[config.mk]
export PLATFORM = sky130hd
export DESIGN_NAME = modbus_request_hex_framer
export DESIGN_NICKNAME = d
export VERILOG_FILES = /design/src/rtl/mrhf_pkg.sv /design/src/rtl/mrhf_front.sv /design/src/rtl/mrhf_queue.sv /design/src/rtl/mrhf_back.sv /design/src/rtl/modbus_request_hex_framer.sv
export VERILOG_INCLUDE_DIRS = /design/src /design/src/rtl
export SDC_FILE = /design/constraint.sdc
export NUM_CORES = 1
export LEC_CHECK = 0
export BUFFER_PORTS_ARGS = -buffer_cell sky130_fd_sc_hd__buf_2
export CAP_MARGIN = 10
export CORE_AREA = 8 8 218 220
export DETAILED_ROUTE_END_ITERATION = 12
export DIE_AREA = 0 0 226 228
export PLACE_DENSITY_LB_ADDON = 0.12
export SLEW_MARGIN = 20
export SYNTH_ARGS = -nofsm -noshare
export SYNTH_HDL_FRONTEND = slang
export SYNTH_HIERARCHICAL = 1
export SYNTH_SLANG_ARGS = --single-unit
[constraint.sdc]
create_clock -name aclk -period 4.11 [get_ports aclk]
set_input_delay 0.411 -clock aclk [delete_from_list [all_inputs] [get_ports aclk]]
set_output_delay 0.411 -clock aclk [all_outputs]
set_load 0.1 [all_outputs]
[src/rtl/modbus_request_hex_framer_assert.svh]
// Assertion macros used by the framer queue RTL.
`ifndef MODBUS_REQUEST_HEX_FRAMER_ASSERT_SVH
`define MODBUS_REQUEST_HEX_FRAMER_ASSERT_SVH

`ifndef SYNTHESIS
`define MRHF_ASSERT(label, clk, rstn, prop) \
    label: assert property (@(posedge clk) disable iff (!rstn) prop) \
        else $error("framer assertion failed");
`define MRHF_ASSERT_NEVER(label, clk, rstn, cond) \
    label: assert property (@(posedge clk) disable iff (!rstn) !(cond)) \
        else $error("framer forbidden condition");
`else
`define MRHF_ASSERT(label, clk, rstn, prop)
`define MRHF_ASSERT_NEVER(label, clk, rstn, cond)
`endif

`endif

[src/rtl/mrhf_pkg.sv]
// Types, constants and helper functions of the Modbus request hex framer.
package mrhf_pkg;

    localparam int unsigned FRAME_W       = 64;
    localparam int unsigned HDR_W         = 48;
    localparam int unsigned CRC_BYTES     = 6;
    localparam int unsigned STEP_W        = 3;
    localparam int unsigned FRAME_CHARS   = 16;
    localparam int unsigned CHAR_IDX_W    = 4;
    localparam int unsigned QUEUE_DEPTH_D = 2;

    localparam logic [7:0]  FUNC_READ_HOLDING = 8'h03;
    localparam logic [7:0]  FUNC_WRITE_SINGLE = 8'h06;
    localparam logic [7:0]  SLAVE_ADDR_RESET  = 8'h11;
    localparam logic [15:0] CRC_INIT          = 16'hFFFF;
    localparam logic [15:0] CRC_POLY          = 16'hA001;

    localparam logic KIND_READ  = 1'b0;
    localparam logic KIND_WRITE = 1'b1;

    typedef logic [FRAME_W-1:0] frame_t;

    typedef enum logic [1:0] {
        FR_IDLE,
        FR_CRC,
        FR_PUSH
    } front_state_t;

    function automatic logic [15:0] crc16_byte(input logic [15:0] crc_in,
                                               input logic [7:0]  data);
        logic [15:0] c;
        c = crc_in ^ {8'h00, data};
        for (int b = 0; b < 8; b++) begin
            if (c[0]) begin
                c = (c >> 1) ^ CRC_POLY;
            end else begin
                c = c >> 1;
            end
        end
        return c;
    endfunction

    function automatic logic [6:0] nibble_ascii(input logic [3:0] nib);
        logic [6:0] ch;
        if (nib < 4'd10) begin
            ch = 7'h30 + {3'b000, nib};
        end else begin
            ch = 7'h37 + {3'b000, nib};
        end
        return ch;
    endfunction

endpackage

[src/rtl/mrhf_front.sv]
// Front end: accepts a request, builds the header bytes and runs the CRC.
module mrhf_front (
    input  logic                aclk,
    input  logic                aresetn,
    input  logic [7:0]          slave_address,
    input  logic                s_valid,
    output logic                s_ready,
    input  logic                s_kind,
    input  logic [15:0]         s_start_address,
    input  logic [15:0]         s_data_word,
    output logic                push_valid,
    input  logic                push_ready,
    output mrhf_pkg::frame_t    push_frame
);
    import mrhf_pkg::*;

    front_state_t     state_reg, state_next;
    logic [STEP_W-1:0] step_reg;
    logic [HDR_W-1:0]  hdr_reg;
    logic [HDR_W-1:0]  sh_reg;
    logic [15:0]       crc_reg;
    logic              accept;
    logic [7:0]        func_code;

    assign accept    = s_valid && s_ready;
    assign func_code = (s_kind == KIND_WRITE) ? FUNC_WRITE_SINGLE : FUNC_READ_HOLDING;

    always_comb begin
        state_next = state_reg;
        unique case (state_reg)
            FR_IDLE: begin
                if (accept) begin
                    state_next = FR_CRC;
                end
            end
            FR_CRC: begin
                if (step_reg == STEP_W'(CRC_BYTES - 1)) begin
                    state_next = FR_PUSH;
                end
            end
            FR_PUSH: begin
                if (push_ready) begin
                    state_next = accept ? FR_CRC : FR_IDLE;
                end
            end
            default: state_next = FR_IDLE;
        endcase
    end

    always_comb begin
        s_ready    = 1'b0;
        push_valid = 1'b0;
        unique case (state_reg)
            FR_IDLE: s_ready = 1'b1;
            FR_CRC:  s_ready = 1'b0;
            FR_PUSH: begin
                push_valid = 1'b1;
                s_ready    = push_ready;
            end
            default: s_ready = 1'b0;
        endcase
    end

    always_ff @(posedge aclk) begin
        if (!aresetn) begin
            state_reg <= FR_IDLE;
        end else begin
            state_reg <= state_next;
        end
    end

    always_ff @(posedge aclk) begin
        if (accept) begin
            hdr_reg  <= {slave_address, func_code, s_start_address, s_data_word};
            sh_reg   <= {slave_address, func_code, s_start_address, s_data_word};
            crc_reg  <= CRC_INIT;
            step_reg <= '0;
        end else if (state_reg == FR_CRC) begin
            crc_reg  <= crc16_byte(crc_reg, sh_reg[HDR_W-1 -: 8]);
            sh_reg   <= sh_reg << 8;
            step_reg <= step_reg + STEP_W'(1);
        end
    end

    // CRC goes out low byte first
    assign push_frame = {hdr_reg, crc_reg[7:0], crc_reg[15:8]};

endmodule

[src/rtl/mrhf_queue.sv]
// Small frame queue between the front end and the character sender.
`include "modbus_request_hex_framer_assert.svh"

module mrhf_queue #(
    parameter int unsigned DEPTH = mrhf_pkg::QUEUE_DEPTH_D
) (
    input  logic                aclk,
    input  logic                aresetn,
    input  logic                push_valid,
    output logic                push_ready,
    input  mrhf_pkg::frame_t    push_frame,
    output logic                pop_valid,
    input  logic                pop_ready,
    output mrhf_pkg::frame_t    pop_frame
);
    import mrhf_pkg::*;

    localparam int unsigned PTR_W = $clog2(DEPTH);
    localparam int unsigned CNT_W = $clog2(DEPTH + 1);

    frame_t           mem [DEPTH];
    logic [PTR_W-1:0] wr_ptr_reg;
    logic [PTR_W-1:0] rd_ptr_reg;
    logic [CNT_W-1:0] count_reg;
    logic             push_fire;
    logic             pop_fire;

    assign push_ready = (count_reg != CNT_W'(DEPTH));
    assign pop_valid  = (count_reg != '0);
    assign push_fire  = push_valid && push_ready;
    assign pop_fire   = pop_valid && pop_ready;
    assign pop_frame  = mem[rd_ptr_reg];

    always_ff @(posedge aclk) begin
        if (push_fire) begin
            mem[wr_ptr_reg] <= push_frame;
        end
    end

    always_ff @(posedge aclk) begin
        if (!aresetn) begin
            wr_ptr_reg <= '0;
            rd_ptr_reg <= '0;
            count_reg  <= '0;
        end else begin
            if (push_fire) begin
                wr_ptr_reg <= (wr_ptr_reg == PTR_W'(DEPTH - 1)) ? '0
                                                                 : wr_ptr_reg + PTR_W'(1);
            end
            if (pop_fire) begin
                rd_ptr_reg <= (rd_ptr_reg == PTR_W'(DEPTH - 1)) ? '0
                                                                 : rd_ptr_reg + PTR_W'(1);
            end
            if (push_fire && !pop_fire) begin
                count_reg <= count_reg + CNT_W'(1);
            end else if (pop_fire && !push_fire) begin
                count_reg <= count_reg - CNT_W'(1);
            end
        end
    end

    `MRHF_ASSERT_NEVER(a_count_bound, aclk, aresetn, count_reg > CNT_W'(DEPTH))
    `MRHF_ASSERT(a_empty_ptrs, aclk, aresetn, (count_reg == '0) |-> (wr_ptr_reg == rd_ptr_reg))
    `MRHF_ASSERT(a_full_ptrs, aclk, aresetn, (count_reg == CNT_W'(DEPTH)) |-> (wr_ptr_reg == rd_ptr_reg))
    `MRHF_ASSERT(a_push_grows, aclk, aresetn, (push_fire && !pop_fire) |=> (count_reg == $past(count_reg) + CNT_W'(1)))

endmodule

[src/rtl/mrhf_back.sv]
// Back end: turns each queued frame into sixteen hex characters.
module mrhf_back (
    input  logic                aclk,
    input  logic                aresetn,
    input  logic                pop_valid,
    output logic                pop_ready,
    input  mrhf_pkg::frame_t    pop_frame,
    output logic                m_valid,
    input  logic                m_ready,
    output logic [6:0]          m_hex_char,
    output logic                m_last
);
    import mrhf_pkg::*;

    frame_t                frame_reg;
    logic [CHAR_IDX_W-1:0] idx_reg;
    logic                  active_reg;
    logic                  m_valid_reg;
    logic [6:0]            hex_reg;
    logic                  last_reg;
    logic                  out_free;
    logic                  issue;
    logic                  at_last;
    logic                  finish;
    logic                  pop_fire;

    assign out_free  = !m_valid_reg || m_ready;
    assign issue     = active_reg && out_free;
    assign at_last   = (idx_reg == CHAR_IDX_W'(FRAME_CHARS - 1));
    assign finish    = issue && at_last;
    assign pop_ready = !active_reg || finish;
    assign pop_fire  = pop_valid && pop_ready;

    always_ff @(posedge aclk) begin
        if (!aresetn) begin
            active_reg  <= 1'b0;
            m_valid_reg <= 1'b0;
        end else begin
            if (issue) begin
                m_valid_reg <= 1'b1;
            end else if (m_ready) begin
                m_valid_reg <= 1'b0;
            end
            if (pop_fire) begin
                active_reg <= 1'b1;
            end else if (finish) begin
                active_reg <= 1'b0;
            end
        end
    end

    always_ff @(posedge aclk) begin
        if (issue) begin
            hex_reg   <= nibble_ascii(frame_reg[FRAME_W-1 -: 4]);
            last_reg  <= at_last;
            frame_reg <= frame_reg << 4;
            idx_reg   <= idx_reg + CHAR_IDX_W'(1);
        end
        if (pop_fire) begin
            frame_reg <= pop_frame;
            idx_reg   <= '0;
        end
    end

    assign m_valid    = m_valid_reg;
    assign m_hex_char = hex_reg;
    assign m_last     = last_reg;

endmodule

[src/rtl/modbus_request_hex_framer.sv]
// Top level of the Modbus RTU request framer with hex-text output.
// After CRC, push and queue, a request's first character leaves the output register.
// Sustained rate: one character per cycle on the output while m_ready stays high.
// The front end runs one CRC step per header byte, six in all, then a push state.
// Reset (synchronous, active low) empties the queue and sets the slave address to 0x11.
module modbus_request_hex_framer #(
    parameter int unsigned QUEUE_DEPTH = mrhf_pkg::QUEUE_DEPTH_D
) (
    input  logic        aclk,
    input  logic        aresetn,
    input  logic        cfg_wr_en,
    input  logic [7:0]  cfg_wr_data,
    input  logic        s_valid,
    output logic        s_ready,
    input  logic        s_kind,
    input  logic [15:0] s_start_address,
    input  logic [15:0] s_data_word,
    output logic        m_valid,
    input  logic        m_ready,
    output logic [6:0]  m_hex_char,
    output logic        m_last
);
    import mrhf_pkg::*;

    logic [7:0] slave_addr_reg;
    logic       push_valid;
    logic       push_ready;
    frame_t     push_frame;
    logic       pop_valid;
    logic       pop_ready;
    frame_t     pop_frame;

    always_ff @(posedge aclk) begin
        if (!aresetn) begin
            slave_addr_reg <= SLAVE_ADDR_RESET;
        end else if (cfg_wr_en) begin
            slave_addr_reg <= cfg_wr_data;
        end
    end

    mrhf_front u_front (
        .aclk            (aclk),
        .aresetn         (aresetn),
        .slave_address   (slave_addr_reg),
        .s_valid         (s_valid),
        .s_ready         (s_ready),
        .s_kind          (s_kind),
        .s_start_address (s_start_address),
        .s_data_word     (s_data_word),
        .push_valid      (push_valid),
        .push_ready      (push_ready),
        .push_frame      (push_frame)
    );

    mrhf_queue #(
        .DEPTH (QUEUE_DEPTH)
    ) u_queue (
        .aclk       (aclk),
        .aresetn    (aresetn),
        .push_valid (push_valid),
        .push_ready (push_ready),
        .push_frame (push_frame),
        .pop_valid  (pop_valid),
        .pop_ready  (pop_ready),
        .pop_frame  (pop_frame)
    );

    mrhf_back u_back (
        .aclk       (aclk),
        .aresetn    (aresetn),
        .pop_valid  (pop_valid),
        .pop_ready  (pop_ready),
        .pop_frame  (pop_frame),
        .m_valid    (m_valid),
        .m_ready    (m_ready),
        .m_hex_char (m_hex_char),
        .m_last     (m_last)
    );

endmodule
==> summary.md <==
| Metric | Value |
|---|---|
| Max Cap Viol | 0 |
| Worst setup path category | flop to flop |
| Most frequent cells after synthesis | edfxtp_1 (290), nand2_1 (113), mux2_2 (65) |
| Post-CTS sizing | 0 |
| Nets | 900 |
| Tot GR Track Use | between 10% and 20% |
| Reg area | 9510 sq um |
| Wire length per cell | ~18 microns |
| HPWL Detailed | about 16 mm |
| Residual DRC | 0 |
| Distinct cell type count after synthesis | 49 |
| Post-DRT Antenna Nets | 0 |
| Top post-synthesis cells by area | edfxtp_1 (67%), mux2_4 (6.8%), dfxtp_1 (6.1%), mux2_2 (5.6%), nand2_1 (3.3%) |
| Max Clk Rate | 0.371 GHz |
| Worst Max-Slew Pin Slew | roughly 0.89 ns |
| Leakage | 5.58 nW |
| Largest family of logic cells by synthesized area | multiplexers |
| Fill count | 4217 |
| Fraction of registers with async set/reset | 0% |
| Complex-gate fraction of the synthesized area | 1.70% |
| Worst min-delay path class | input port to flop |
| Root Buffer | clkbuf_16 |
| Synthesized-area fraction occupied by adder cells | 0.480% |
| Fin crit share | 65.6% |
| Synth top area share | 66.8% |
| Final setup viols | 0 |
| PwrDens | 717 nW/um^2 |
| CTS Buffer Depth | 3 |
| Count of final max-slew check failures | 0 |
| Clock skew | 0.0159 ns |
| Dominant synthesized flop cell | edfxtp_1 |
| Multi-input logic area | 3210 sq um |
| Max reg flops | 128 |
| Synth warn | 6 |
| GP Congestion | 0.700 |
| Antenna diodes | 0 |
| CP Buf/Inv Count | 3 |
| HP Start | s_data_word[10] |
| Relative slew slack | between 40% and 50% |
| Iter 0 DRT Violations | 328 |
| Largest net degree at the start of global routing | 65 |
| Vias | about 6200 |
| I/O Pins | 56 |
| Worst skew pair latency | 0.53 ns |
| Status | finished clean |
| Mux contribution to synthesized area | around an eighth |
| PortBufs | 55 |
| Hold Fails Final Rpt | 0 |
| Crit path max-delay cell type | nand2_2 |
| Clock-pin slew on the worst setup and hold paths | 0.06 ns |
| Placeable Area | 43800 sq um |
| CP cell instances | nand2b_4, inv_2, a21oi_2, nand2_2, buf_4, nand2_2, buf_4 |
| Crit. End Element | flop |
| CTS tree | yes |
| Family with the most delay on the worst path | simple AND/OR/NAND/NOR gates |
| Register area share after synthesis | 72.9% |
| RSZ-0062 raised after global routing | no |
| Initial DRT Pass Iterations | 4 |
| Layout cells sized above 1 | between 30% and 40% |
| Synth Area in XOR/XNOR | under 10% |
| Mapped cell area | 13000 sq um |
| Synthesized flop and latch total | 330 |
| Setup TNS | 0 ns |
| Worst Setup SP | u_queue/count_reg[0]$_SDFFE_PN0P_ |
| Cell count after synthesis | 773 |
| Synth Area in Simple Gates | 6.66% |
| Global-route wire length before repair | between 40 and 50 mm |
| Total power | 10.9 mW |
| DR vias/cell | 4.22 |
| CTS H-tree lvls | 2 |
| # hold bufs at CTS | 0 |
| Num rows | 77 |
| Synth area leader | edfxtp_1 |
| Syn_area_per_cell | 16.9 sq um |
| CTS sink count | 330 |
| Post-synth EDFFs | 290 |
| Initial antenna violation count | 0 |
| Total Wirelength | 26.5 mm |
| Starting density of the core | between 20% and 30% |
| Vias in the first global route | 6661 |
| Crit path max fanout | 46 |
| WP data required | ~4.3 ns |
| Die Ht | 228 microns |
| Crit path launch type | flop |
| CTS Buf Count | 38 |
| Arrival time at the worst endpoint | 2.91 ns |
| Total congestion overflow | 0 |
| RR Startpoint | u_queue/count_reg[0]$_SDFFE_PN0P_ |
| Max VDD drop | 0.000485 V |
| Area growth syn-to-layout | 16.4% |
| Die ar. | 51500 sq um |
| Crit-path max cell delay | just under 0.5 ns |
| Die Width | 226 microns |
| Setup Buffers After CTS | 0 |
| Most numerous cell in the Yosys netlist | edfxtp_1 |
| Minimum clock period | roughly 2.7 ns |
[path summary, 6_finish.rpt]
check / end / slack, ns / depth (start not counted)
min reg2reg: u_queue/mem[1][40]$_DFFE_PP_ / 0.44 / 0
min: u_front/hdr_reg[10]$_DFFE_PP_ / 0.07 / 1
max: u_front/sh_reg[32]$_DFFE_PP_ / 1.41 / 7
max reg2reg: u_front/sh_reg[32]$_DFFE_PP_ / 1.41 / 7
[layout by cell type (no fill, tap or decap), types with 4 or more instances in the layout]
master	instances
a21oi_1	18
and2_1	13
and3_1	8
buf_12	6
buf_2	55
buf_4	6
bufinv_16	4
clkbuf_1	4
clkbuf_16	39
clkinv_1	8
clkinv_2	12
conb_1	6
dfxtp_1	39
edfxtp_1	290
ha_1	5
inv_1	7
mux2_2	65
mux2_4	59
mux2i_1	9
nand2_1	110
nand2b_1	4
nand3_1	5
nor2_1	17
nor2b_1	10
nor3_1	7
o21ai_1	9
xnor2_1	17
xor2_1	6
[routing by layer]
metal / track usage, % / up-vias / share of wire, %
met5: 0 / - / 0
met3: 2.58 / 35 / 4.0
met4: 3.37 / 0 / 1.9
met1: 14.1 / 3113 / 47
li1: - / 2970 / -
met2: 16.7 / 87 / 47
[where the power goes]
part | total, mW | switching (mW) | internal (mW)
Sequential | 4.91 | 0.339 | 4.57
Combinational | 2.66 | 1.39 | 1.26
Clock | 3.31 | 1.31 | 2.00
[kinds of logic (layout without fill, tap and decap cells)]
logic type / after synthesis / count (layout)
xor gates and xnor gates: 30 / 30
AOI/OAI and AO/OA: 39 / 39
adders and majority gates: 5 / 5
muxes: 133 / 133
buffers and inverters: 45 / 146
and+or+nand+nor: 189 / 189
other: 2 / 6
DFF: 330 / 330
[metrics by stage]
stage | cell area (sq um) | hold slack [ns] | cells | worst slack, ns | utilization, %
after detailed placement | 13900 | 0.429 | 1401 | 1.36 | 31.8
after CTS | 15200 | 0.0324 | 1470 | 1.34 | 34.6
after global placement | 13900 | 0.422 | 1401 | 1.43 | 31.8
after global routing | 15200 | 0.0363 | 1470 | 1.15 | 34.6
after floorplan | 13100 | 0.421 | 777 | 0.230 | -
final | 15200 | 0.0718 | 1470 | 1.41 | 34.6
[layout make-up]
cell class | count | share of cell area (%)
Inverter | 10 | 0.256
Tap cell | 592 | 4.88
Sequential cell | 330 | 62.7
Clock inverter | 25 | 1.46
Timing Repair Buffer | 67 | 2.90
Multi-Input combinational cell | 402 | 21.2
Clock buffer | 44 | 6.62
Note: power is estimated with default switching activity, not from simulation.
